`config.mk`:
```
export PLATFORM = sky130hd
export DESIGN_NAME = grid_local_peak_detector_unit
export DESIGN_NICKNAME = d
export VERILOG_FILES = /design/src/glpd_pkg.sv /design/src/glpd_front.sv /design/src/glpd_queue.sv /design/src/glpd_back.sv /design/src/grid_local_peak_detector_unit.sv
export SDC_FILE = /design/constraint.sdc
export NUM_CORES = 2
export LEC_CHECK = 0
export BUFFER_PORTS_ARGS = -buffer_cell sky130_fd_sc_hd__buf_2
export CAP_MARGIN = 20
export CORE_ASPECT_RATIO = 0.6
export CORE_MARGIN = 2
export CORE_UTILIZATION = 55
export CTS_CLUSTER_SIZE = 40
export DETAILED_ROUTE_END_ITERATION = 16
export PLACE_DENSITY = 0.71
export SYNTH_ARGS = -nofsm -noshare
export SYNTH_HDL_FRONTEND = slang
export SYNTH_SLANG_ARGS = --single-unit
```
`constraint.sdc`:
```
create_clock -name i_clk -period 6 [get_ports i_clk]
set_clock_uncertainty 0.1 [all_clocks]
set_input_delay 0.6 -clock i_clk [delete_from_list [all_inputs] [get_ports i_clk]]
set_output_delay 0.6 -clock i_clk [all_outputs]
set_load 0.01 [all_outputs]
```
`src/glpd_pkg.sv`:
```
// Shared constants, types and helpers of the grid local peak detector.
package glpd_pkg;

    localparam int MAX_COLS   = 64;
    localparam int MAX_ROWS   = 64;
    localparam int PIXEL_BITS = 8;

    localparam int COL_BITS = $clog2(MAX_COLS);
    localparam int ROW_BITS = $clog2(MAX_ROWS);
    localparam int DIM_BITS = 7;

    localparam logic [DIM_BITS-1:0] ROWS_RESET = 7'd5;
    localparam logic [DIM_BITS-1:0] COLS_RESET = 7'd5;
    localparam logic [DIM_BITS-1:0] ROWS_LIMIT = DIM_BITS'(MAX_ROWS);
    localparam logic [DIM_BITS-1:0] COLS_LIMIT = DIM_BITS'(MAX_COLS);

    localparam int APB_ADDR_BITS = 3;
    localparam int APB_DATA_BITS = 32;

    // Register index codes, taken from the word address bit.
    localparam logic REG_GRID_ROWS = 1'b0;
    localparam logic REG_GRID_COLS = 1'b1;

    // Verdict slots of one job, in the order they leave the block.
    localparam int NUM_SLOTS  = 3;
    localparam int SLOT_ABOVE = 0;
    localparam int SLOT_LEFT  = 1;
    localparam int SLOT_FINAL = 2;

    localparam int Q_DEPTH    = 4;
    localparam int Q_PTR_BITS = $clog2(Q_DEPTH);

    typedef struct packed {
        logic [DIM_BITS-1:0] rows;
        logic [DIM_BITS-1:0] cols;
    } t_grid_cfg;

    // One line store entry: newest row value and the row before it.
    typedef struct packed {
        logic [PIXEL_BITS-1:0] a;
        logic [PIXEL_BITS-1:0] b;
    } t_line_word;

    // Position of the request that made the job, plus up to three verdicts.
    typedef struct packed {
        logic [ROW_BITS-1:0]  row;
        logic [COL_BITS-1:0]  col;
        logic [NUM_SLOTS-1:0] has;
        logic [NUM_SLOTS-1:0] peak;
    } t_job;

    function automatic logic [DIM_BITS-1:0] clamp_dim(input logic [DIM_BITS-1:0] v,
                                                      input logic [DIM_BITS-1:0] vmax);
        logic [DIM_BITS-1:0] res;
        if (v == '0) begin
            res = DIM_BITS'(1);
        end else if (v > vmax) begin
            res = vmax;
        end else begin
            res = v;
        end
        return res;
    endfunction

endpackage

```
`src/glpd_front.sv`:
```
// Front end: raster position, line store and classification of each pixel into verdicts.
module glpd_front (
    input  logic                            i_clk,
    input  logic                            i_rst_n,
    input  glpd_pkg::t_grid_cfg             i_cfg,
    input  logic                            i_restart,
    input  logic                            i_accept,
    input  logic [glpd_pkg::PIXEL_BITS-1:0] i_pixel_value,
    output glpd_pkg::t_job                  o_job,
    output logic                            o_job_push
);

    localparam int DIM_W = glpd_pkg::DIM_BITS;
    localparam int COL_W = glpd_pkg::COL_BITS;
    localparam int ROW_W = glpd_pkg::ROW_BITS;
    localparam int PIX_W = glpd_pkg::PIXEL_BITS;

    logic [ROW_W-1:0] r_row, n_row;
    logic [COL_W-1:0] r_col, n_col;
    logic             r_nxt_fwd;

    glpd_pkg::t_line_word r_line [glpd_pkg::MAX_COLS];
    glpd_pkg::t_line_word r_mem_q;
    glpd_pkg::t_line_word r_fwd_word;
    glpd_pkg::t_line_word r_cur;
    logic [PIX_W-1:0]     r_prev_px;
    logic [PIX_W-1:0]     r_prev2_px;
    logic [PIX_W-1:0]     r_prev_ctr;

    glpd_pkg::t_line_word nxt_word;
    glpd_pkg::t_line_word wr_word;
    logic [DIM_W-1:0]     rd_sum;
    logic [COL_W-1:0]     rd_addr;
    logic                 col_last;
    logic                 row_last;
    logic [PIX_W-1:0]     ctr;
    logic [PIX_W-1:0]     px;
    logic                 peak_above;
    logic                 peak_left;
    logic                 peak_final;

    assign px       = i_pixel_value;
    assign ctr      = r_cur.a;
    assign col_last = (({1'b0, r_col} + DIM_W'(1)) == i_cfg.cols);
    assign row_last = (({1'b0, r_row} + DIM_W'(1)) == i_cfg.rows);

    // The window holds the current column (r_cur) and the column after it (nxt_word).
    // With one or two columns the word read ahead is the one written now, so it is forwarded.
    assign nxt_word = r_nxt_fwd ? r_fwd_word : r_mem_q;
    assign wr_word  = '{a: px, b: r_cur.a};

    always_comb begin
        rd_sum = {1'b0, r_col} + DIM_W'(2);
        if (rd_sum >= i_cfg.cols) begin
            rd_sum = rd_sum - i_cfg.cols;
        end
        rd_addr = rd_sum[COL_W-1:0];
    end

    always_comb begin
        peak_above = ((r_row < ROW_W'(2)) || (ctr > r_cur.b))
                  && (ctr > px)
                  && ((r_col == '0) || (ctr > r_prev_ctr))
                  && (col_last || (ctr > nxt_word.a));
        peak_left  = ((r_row == '0) || (r_prev_px > r_prev_ctr))
                  && ((r_col < COL_W'(2)) || (r_prev_px > r_prev2_px))
                  && (r_prev_px > px);
        peak_final = ((r_row == '0) || (px > ctr))
                  && ((r_col == '0) || (px > r_prev_px));
    end

    always_comb begin
        o_job.row                           = r_row;
        o_job.col                           = r_col;
        o_job.has[glpd_pkg::SLOT_ABOVE]     = (r_row != '0);
        o_job.has[glpd_pkg::SLOT_LEFT]      = row_last && (r_col != '0);
        o_job.has[glpd_pkg::SLOT_FINAL]     = row_last && col_last;
        o_job.peak[glpd_pkg::SLOT_ABOVE]    = peak_above;
        o_job.peak[glpd_pkg::SLOT_LEFT]     = peak_left;
        o_job.peak[glpd_pkg::SLOT_FINAL]    = peak_final;
        o_job_push                          = i_accept && (o_job.has != '0);
    end

    always_comb begin
        n_row = r_row;
        n_col = r_col;
        if (i_restart) begin
            n_row = '0;
            n_col = '0;
        end else if (i_accept) begin
            if (!col_last) begin
                n_col = r_col + COL_W'(1);
            end else begin
                n_col = '0;
                n_row = row_last ? '0 : r_row + ROW_W'(1);
            end
        end
    end

    always_ff @(posedge i_clk) begin
        if (!i_rst_n) begin
            r_row     <= '0;
            r_col     <= '0;
            r_nxt_fwd <= 1'b0;
        end else begin
            r_row <= n_row;
            r_col <= n_col;
            if (i_accept) begin
                r_nxt_fwd <= (i_cfg.cols <= DIM_W'(2));
            end
        end
    end

    always_ff @(posedge i_clk) begin
        if (i_accept) begin
            r_line[r_col] <= wr_word;
            r_mem_q       <= r_line[rd_addr];
        end
    end

    always_ff @(posedge i_clk) begin
        if (i_accept) begin
            r_cur      <= (i_cfg.cols == DIM_W'(1)) ? wr_word : nxt_word;
            r_fwd_word <= wr_word;
            r_prev_px  <= px;
            r_prev2_px <= r_prev_px;
            r_prev_ctr <= ctr;
        end
    end

endmodule

```
`src/glpd_queue.sv`:
```
// Short job queue between the front end and the back end.
module glpd_queue (
    input  logic           i_clk,
    input  logic           i_rst_n,
    input  logic           i_push,
    input  glpd_pkg::t_job i_job,
    output logic           o_full,
    input  logic           i_pop,
    output glpd_pkg::t_job o_job,
    output logic           o_avail
);

    localparam int PTR_W = glpd_pkg::Q_PTR_BITS;

    glpd_pkg::t_job   r_slot [glpd_pkg::Q_DEPTH];
    logic [PTR_W-1:0] r_wr_ptr, r_rd_ptr;
    logic [PTR_W:0]   r_count, n_count;
    logic             do_push, do_pop;

    assign o_full  = (r_count == (PTR_W+1)'(glpd_pkg::Q_DEPTH));
    assign o_avail = (r_count != '0);
    assign o_job   = r_slot[r_rd_ptr];
    assign do_push = i_push && !o_full;
    assign do_pop  = i_pop && o_avail;

    always_comb begin
        n_count = r_count;
        if (do_push && !do_pop) begin
            n_count = r_count + (PTR_W+1)'(1);
        end else if (do_pop && !do_push) begin
            n_count = r_count - (PTR_W+1)'(1);
        end
    end

    always_ff @(posedge i_clk) begin
        if (!i_rst_n) begin
            r_wr_ptr <= '0;
            r_rd_ptr <= '0;
            r_count  <= '0;
        end else begin
            r_count <= n_count;
            if (do_push) begin
                r_wr_ptr <= r_wr_ptr + PTR_W'(1);
            end
            if (do_pop) begin
                r_rd_ptr <= r_rd_ptr + PTR_W'(1);
            end
        end
    end

    always_ff @(posedge i_clk) begin
        if (do_push) begin
            r_slot[r_wr_ptr] <= i_job;
        end
    end

endmodule

```
`src/glpd_back.sv`:
```
// Back end: expands each job into its verdicts and holds the result register.
module glpd_back (
    input  logic                          i_clk,
    input  logic                          i_rst_n,
    input  glpd_pkg::t_job                i_job,
    input  logic                          i_job_avail,
    output logic                          o_job_take,
    input  logic                          i_pop,
    output logic                          o_empty,
    output logic [glpd_pkg::ROW_BITS-1:0] o_cell_row,
    output logic [glpd_pkg::COL_BITS-1:0] o_cell_col,
    output logic                          o_is_peak,
    output logic                          o_last_of_run,
    output logic                          o_frame_done
);

    localparam int ROW_W = glpd_pkg::ROW_BITS;
    localparam int COL_W = glpd_pkg::COL_BITS;
    localparam int NS    = glpd_pkg::NUM_SLOTS;

    glpd_pkg::t_job  r_job;
    logic [NS-1:0]   r_rem, n_rem;
    logic            r_out_vld;
    logic [ROW_W-1:0] r_cell_row;
    logic [COL_W-1:0] r_cell_col;
    logic            r_is_peak, r_last, r_done;

    logic            can_load, emit;
    logic [NS-1:0]   sel, rem_after;
    logic [ROW_W-1:0] sel_row;
    logic [COL_W-1:0] sel_col;
    logic            sel_peak, sel_done;

    assign can_load = !r_out_vld || i_pop;
    assign emit     = can_load && (r_rem != '0);

    // Verdicts leave in raster order: cell above, cell to the left, final cell.
    always_comb begin
        sel      = '0;
        sel_row  = r_job.row;
        sel_col  = r_job.col;
        sel_peak = r_job.peak[glpd_pkg::SLOT_FINAL];
        sel_done = 1'b0;
        if (r_rem[glpd_pkg::SLOT_ABOVE]) begin
            sel[glpd_pkg::SLOT_ABOVE] = 1'b1;
            sel_row  = r_job.row - ROW_W'(1);
            sel_peak = r_job.peak[glpd_pkg::SLOT_ABOVE];
        end else if (r_rem[glpd_pkg::SLOT_LEFT]) begin
            sel[glpd_pkg::SLOT_LEFT] = 1'b1;
            sel_col  = r_job.col - COL_W'(1);
            sel_peak = r_job.peak[glpd_pkg::SLOT_LEFT];
        end else begin
            sel[glpd_pkg::SLOT_FINAL] = 1'b1;
            sel_done = 1'b1;
        end
        rem_after = r_rem & ~sel;
    end

    always_comb begin
        o_job_take = i_job_avail && ((r_rem == '0) || (emit && (rem_after == '0)));
        n_rem = r_rem;
        if (o_job_take) begin
            n_rem = i_job.has;
        end else if (emit) begin
            n_rem = rem_after;
        end
    end

    always_ff @(posedge i_clk) begin
        if (!i_rst_n) begin
            r_rem     <= '0;
            r_out_vld <= 1'b0;
        end else begin
            r_rem <= n_rem;
            if (emit) begin
                r_out_vld <= 1'b1;
            end else if (i_pop) begin
                r_out_vld <= 1'b0;
            end
        end
    end

    always_ff @(posedge i_clk) begin
        if (o_job_take) begin
            r_job <= i_job;
        end
        if (emit) begin
            r_cell_row <= sel_row;
            r_cell_col <= sel_col;
            r_is_peak  <= sel_peak;
            r_last     <= (rem_after == '0);
            r_done     <= sel_done;
        end
    end

    assign o_empty       = !r_out_vld;
    assign o_cell_row    = r_cell_row;
    assign o_cell_col    = r_cell_col;
    assign o_is_peak     = r_is_peak;
    assign o_last_of_run = r_last;
    assign o_frame_done  = r_done;

endmodule

```
`src/grid_local_peak_detector_unit.sv`:
```
// Top level of the grid local peak detector: configuration registers, front, queue and back.
//
//   channel   direction  request moves on          payload
//   pixels    in         push & !full              i_pixel_value
//   verdicts  out        pop & !empty              o_cell_row, o_cell_col, o_is_peak,
//                                                  o_last_of_run, o_frame_done
//   config    in/out     psel & penable & pwrite   pwdata, paddr (rows at 0, cols at 4)
//
// The front end takes one pixel per cycle while full is low; each pixel becomes a job of zero
// to three verdicts. The back end delivers one verdict per cycle while pop is high, so the last
// row (up to three verdicts per pixel) sets the sustained rate: one pixel per cycle above it,
// fewer in that row.
// A four-entry job queue lets the front run ahead while results wait; full rises when it fills.
// Reset is synchronous; the line store needs no clearing pass and the block is ready at once.
// A register write restarts the frame at row 0, column 0.
module grid_local_peak_detector_unit (
    input  logic                                 i_clk,
    input  logic                                 i_rst_n,
    input  logic                                 push,
    output logic                                 full,
    input  logic [glpd_pkg::PIXEL_BITS-1:0]      i_pixel_value,
    input  logic                                 pop,
    output logic                                 empty,
    output logic [glpd_pkg::ROW_BITS-1:0]        o_cell_row,
    output logic [glpd_pkg::COL_BITS-1:0]        o_cell_col,
    output logic                                 o_is_peak,
    output logic                                 o_last_of_run,
    output logic                                 o_frame_done,
    input  logic                                 psel,
    input  logic                                 penable,
    input  logic                                 pwrite,
    input  logic [glpd_pkg::APB_ADDR_BITS-1:0]   paddr,
    input  logic [glpd_pkg::APB_DATA_BITS-1:0]   pwdata,
    output logic [glpd_pkg::APB_DATA_BITS-1:0]   prdata,
    output logic                                 pready
);

    localparam int DIM_W  = glpd_pkg::DIM_BITS;
    localparam int DATA_W = glpd_pkg::APB_DATA_BITS;

    glpd_pkg::t_grid_cfg r_cfg;
    logic                cfg_wr;
    logic                reg_idx;
    logic [DIM_W-1:0]    wr_dim;

    logic                accept;
    glpd_pkg::t_job      front_job;
    logic                front_push;
    glpd_pkg::t_job      q_job;
    logic                q_full;
    logic                q_avail;
    logic                back_take;

    assign pready  = 1'b1;
    assign reg_idx = paddr[2];
    assign cfg_wr  = psel && penable && pwrite && pready;
    assign wr_dim  = pwdata[DIM_W-1:0];

    always_ff @(posedge i_clk) begin
        if (!i_rst_n) begin
            r_cfg.rows <= glpd_pkg::ROWS_RESET;
            r_cfg.cols <= glpd_pkg::COLS_RESET;
        end else if (cfg_wr) begin
            case (reg_idx)
                glpd_pkg::REG_GRID_ROWS: begin
                    r_cfg.rows <= glpd_pkg::clamp_dim(wr_dim, glpd_pkg::ROWS_LIMIT);
                end
                glpd_pkg::REG_GRID_COLS: begin
                    r_cfg.cols <= glpd_pkg::clamp_dim(wr_dim, glpd_pkg::COLS_LIMIT);
                end
                default: begin
                end
            endcase
        end
    end

    always_comb begin
        case (reg_idx)
            glpd_pkg::REG_GRID_ROWS: prdata = DATA_W'(r_cfg.rows);
            glpd_pkg::REG_GRID_COLS: prdata = DATA_W'(r_cfg.cols);
            default:                 prdata = '0;
        endcase
    end

    assign full   = q_full;
    assign accept = push && !q_full;

    glpd_front u_front (
        .i_clk         (i_clk),
        .i_rst_n       (i_rst_n),
        .i_cfg         (r_cfg),
        .i_restart     (cfg_wr),
        .i_accept      (accept),
        .i_pixel_value (i_pixel_value),
        .o_job         (front_job),
        .o_job_push    (front_push)
    );

    glpd_queue u_queue (
        .i_clk   (i_clk),
        .i_rst_n (i_rst_n),
        .i_push  (front_push),
        .i_job   (front_job),
        .o_full  (q_full),
        .i_pop   (back_take),
        .o_job   (q_job),
        .o_avail (q_avail)
    );

    glpd_back u_back (
        .i_clk         (i_clk),
        .i_rst_n       (i_rst_n),
        .i_job         (q_job),
        .i_job_avail   (q_avail),
        .o_job_take    (back_take),
        .i_pop         (pop),
        .o_empty       (empty),
        .o_cell_row    (o_cell_row),
        .o_cell_col    (o_cell_col),
        .o_is_peak     (o_is_peak),
        .o_last_of_run (o_last_of_run),
        .o_frame_done  (o_frame_done)
    );

    // The end-of-frame verdict always closes the run of the pixel that caused it.
    a_done_ends_run: assert property (@(posedge i_clk) disable iff (!i_rst_n)
        (!empty && o_frame_done) |-> o_last_of_run)
        else $error("frame_done without last_of_run");

    // The end-of-frame verdict belongs to the bottom-right cell of the configured grid.
    a_done_position: assert property (@(posedge i_clk) disable iff (!i_rst_n)
        (!empty && o_frame_done) |->
            (({1'b0, o_cell_row} + DIM_W'(1)) == r_cfg.rows) &&
            (({1'b0, o_cell_col} + DIM_W'(1)) == r_cfg.cols))
        else $error("frame_done on a cell other than the last one");

    // Every delivered verdict lies inside the configured grid.
    a_cell_in_grid: assert property (@(posedge i_clk) disable iff (!i_rst_n)
        !empty |-> ({1'b0, o_cell_col} < r_cfg.cols) && ({1'b0, o_cell_row} < r_cfg.rows))
        else $error("verdict for a cell outside the grid");

endmodule

```
==> impl_metrics.json <==
{
  "overflow": 0,
  "yosys-top-cells-area": "edfxtp_1, nand2_1, mux2i_1, a21oi_1, ha_1",
  "io_pins": 100,
  "portBuffers": 46,
  "nets": 3765,
  "peakVddDrop_v": 0.000327,
  "rows": 85,
  "hp-class": "primary input to flop",
  "p_int_w": 0.0158,
  "drive_above_1_share": 0.124,
  "cts_resized": 0,
  "worst_slew_pin_slew_ns": 1.07,
  "die_h_um": 238,
  "cts_tree": "yes",
  "pre_cts_slack_ns": 0.466,
  "drt-wirelength-per-cell_um": 25.9,
  "cts_root_buffer": "clkbuf_16",
  "maxSlewHeadroom": 0.284,
  "clock_sinks": 1222,
  "grt_usage": 0.270,
  "power_frac_clock": 0.302,
  "grt_pass1_vias": 28200,
  "drc": 0,
  "yosysTopAreaCellShare": 0.705,
  "min_period_ns": 5.77,
  "cts_hold_buf": 0,
  "syn-mean-instance-area_um2": 14.4,
  "setup.worst_path.start_class": "flop",
  "leakagePower_nw": 19.8,
  "grt_max_degree": 73,
  "crit_chain": "nand3_2, nor3_1, ha_1, a21oi_1, o21a_2, a21boi_4, o31a_1, nand3_1, buf_4, o22ai_1, nor4_1, buf_4, a221o_1",
  "cts_max_level": 3,
  "crit_top_cell": "buf_4",
  "postCtsSetupBuffers": 0,
  "antenna_found_initial": 5,
  "grt_pass1_wl_um": 187000,
  "pwr_density_cell_nw_per_um2": 406,
  "reg2reg_slack_ns": 0.23,
  "core_um2": 90200,
  "arrival_ns": 6.13,
  "switching_power_w": 0.00700,
  "swShare": 0.307,
  "rsz0062_at_grt": "no",
  "pwr-share-comb": 0.242,
  "synth_ff_type": "edfxtp_1",
  "wirelength_um": 128000,
  "ys_ff_latch": 1222,
  "clockBufferDepth": 3,
  "endpoint_kind": "flop",
  "cts_inserted_buffers": 102,
  "synthArstFlopShare": 0,
  "dr.pass1.iters": 6,
  "clkTransAtPathRegs_ns": 0.07,
  "required_ns": 6.36,
  "clk_latency_ns": 0.73,
  "ant_nets": 0,
  "syn_inst": 3507,
  "outcome": "finished, final reports clean",
  "cp_slowest_stage_delay_ns": 0.88,
  "syn_to_final_growth_pct": 11.8,
  "start_util": 0.558,
  "avgViaCountPerCell": 6.23,
  "crit_path_max_fanout": 20,
  "nFillCells": 6540,
  "synth_cell_types": 74,
  "period_share": 0.962,
  "critical-path-slowest-cell": "dfxtp_1",
  "chipWidth_um": 395,
  "die_area_um2": 94100,
  "worstSetupPathType": "flop to flop",
  "yosysWarnings": 0,
  "ys_seq_area_frac": 0.721,
  "pwr-share-seq": 0.456,
  "synth_edf_count": 1182,
  "maxCapViolCount": 0,
  "setup_viol": 0,
  "setup_slack_ns": 0.229,
  "final_hold_viol_count": 0,
  "post-dp-hpwl_um": 80400,
  "gp_congestion": 0.963,
  "finalMaxSlewViolations": 0,
  "max_freq_mhz": 173,
  "vias": 30700,
  "tns_ns": 0,
  "syn_area_um2": 50400,
  "synth_top_area_cell": "edfxtp_1",
  "drt_iter0_markers": 4702
}
-- area by class of cell --
type	count	area, µm²	area share
Clock buffer	117	2640	0.0469
Tap cell	1218	1520	0.0271
Inverter	55	206	0.00367
Multi-Input combinational cell	2015	12900	0.229
Clock inverter	71	795	0.0141
Sequential cell	1222	36300	0.645
Antenna cell	1	2.50	0.0000444
Timing Repair Buffer	239	1940	0.0344
-- state kept, by name, summed over array words and instances (netlist names), 2 cells and up, named ones only --
| name | count |
|---|---|
| u_queue.r_wr_ptr | 2 |
| u_queue.r_rd_ptr | 2 |
| u_back.r_job | 15 |
| u_queue.r_count | 3 |
| r_cfg | 14 |
| u_back.o_cell_col | 6 |
| u_front.r_prev2_px | 8 |
| u_front.ctr | 8 |
| u_front.r_fwd_word | 16 |
| u_front.r_col | 6 |
| u_front.r_mem_q | 16 |
| u_front.r_cur | 8 |
| u_back.o_cell_row | 6 |
| u_front.r_row | 6 |
| u_queue.r_slot | 72 |
| u_front.r_line | 1024 |
| u_back.r_rem | 3 |
-- cells in the final DEF, fill, tap and decap left out, drive strengths merged, types with 15 or more instances in the layout --
master     n
a211oi    67
a21o      16
a21oi    246
a221oi    61
a22oi     81
a311oi    15
a31oi     56
a32oi     49
and3      42
buf      239
bufinv    15
clkbuf   117
clkinv    45
conb      26
dfxtp     40
edfxtp  1182
ha        78
inv       60
mux2i    186
mux4      18
nand2    540
nand3    107
nand4     17
nor2     115
nor2b     25
nor3      17
nor4      19
o21ai     61
o22ai     20
xnor2     21
xor2      19
-- power groups by stage --
stage | clock (W) | combinational, W | sequential [W]
CTS | 0.00694 | 0.00542 | 0.0104
floorplan | 0 | 0.00324 | 0.0107
finish | 0.00689 | 0.00553 | 0.0104
global route | 0.00726 | 0.00597 | 0.0104
global placement | 0 | 0.00528 | 0.0106
detailed placement | 0 | 0.00539 | 0.0106
-- per-layer routing --
metal  global-route usage  part of all wire  wire length (µm)
met1                0.426              0.44             55700
met3               0.0999              0.14             18300
met5                    0           0.00020                26
met2                0.358              0.41             51800
met4               0.0502             0.016              1980
-- critical path, delay by kind of cell, from the launching register on --
family | cells | cell delay, ns
buf+inv | 2 | 0.46
fa+ha+maj | 1 | 0.32
flops | 1 | 0.88
compound gates | 6 | 2.64
simple gates | 4 | 1.08
-- worst paths after layout --
| path | from | end | cells past startpoint |
|---|---|---|---|
| setup reg to reg | u_front.r_col[3] | u_front.r_mem_q[5] | 13 |
| hold / removal | pwdata[6] | r_cfg[13] | 3 |
| hold reg to reg | u_front.r_fwd_word[8] | u_front.r_prev2_px[0] | 0 |
| setup / recovery | u_front.r_col[3] | u_front.r_mem_q[5] | 13 |
-- cells by family (layout without fill, tap and decap cells) --
| family | after synthesis | after routing | synth area share |
|---|---|---|---|
| flops | 1222 | 1222 | 0.721 |
| simple gates | 931 | 931 | 0.0813 |
| compound gates | 723 | 723 | 0.0962 |
| buf+inv | 294 | 482 | 0.0271 |
| mux | 214 | 214 | 0.0473 |
| fa+ha+maj | 81 | 81 | 0.0204 |
| xor+xnor | 40 | 40 | 0.00696 |
| other cells | 2 | 27 | 0.000149 |
-- synth_stat cells, types with 16 or more instances --
cell type / number
mux4_2: 18
o21ai_0: 47
xnor2_1: 21
buf_2: 73
buf_4: 37
nand3_1: 106
nand4_1: 17
xor2_1: 19
a32oi_1: 49
edfxtp_1: 1182
nand2_1: 537
a211oi_1: 66
o22ai_1: 18
nor2_1: 115
buf_1: 17
a21oi_1: 245
a221oi_1: 61
a22oi_1: 81
a31oi_1: 56
and3_1: 42
ha_1: 78
nor2b_1: 25
dfxtp_1: 40
a21o_1: 16
mux2i_1: 185
nor3_1: 17
clkbuf_1: 108
inv_1: 54
-- through the flow --
step	hold WS (ns)	utilization	std cells	total power [W]	cell area [µm²]
after floorplan	0.344	-	3531	0.0139	50500
after detailed placement	0.384	0.586	4748	0.0160	52800
after global placement	0.371	0.586	4747	0.0159	52800
final	0.0870	0.624	4938	0.0228	56300
after global routing	0.0823	0.624	4937	0.0237	56300
after CTS	0.0632	0.624	4936	0.0228	56300
No activity file was read; power rests on OpenSTA's default activity.
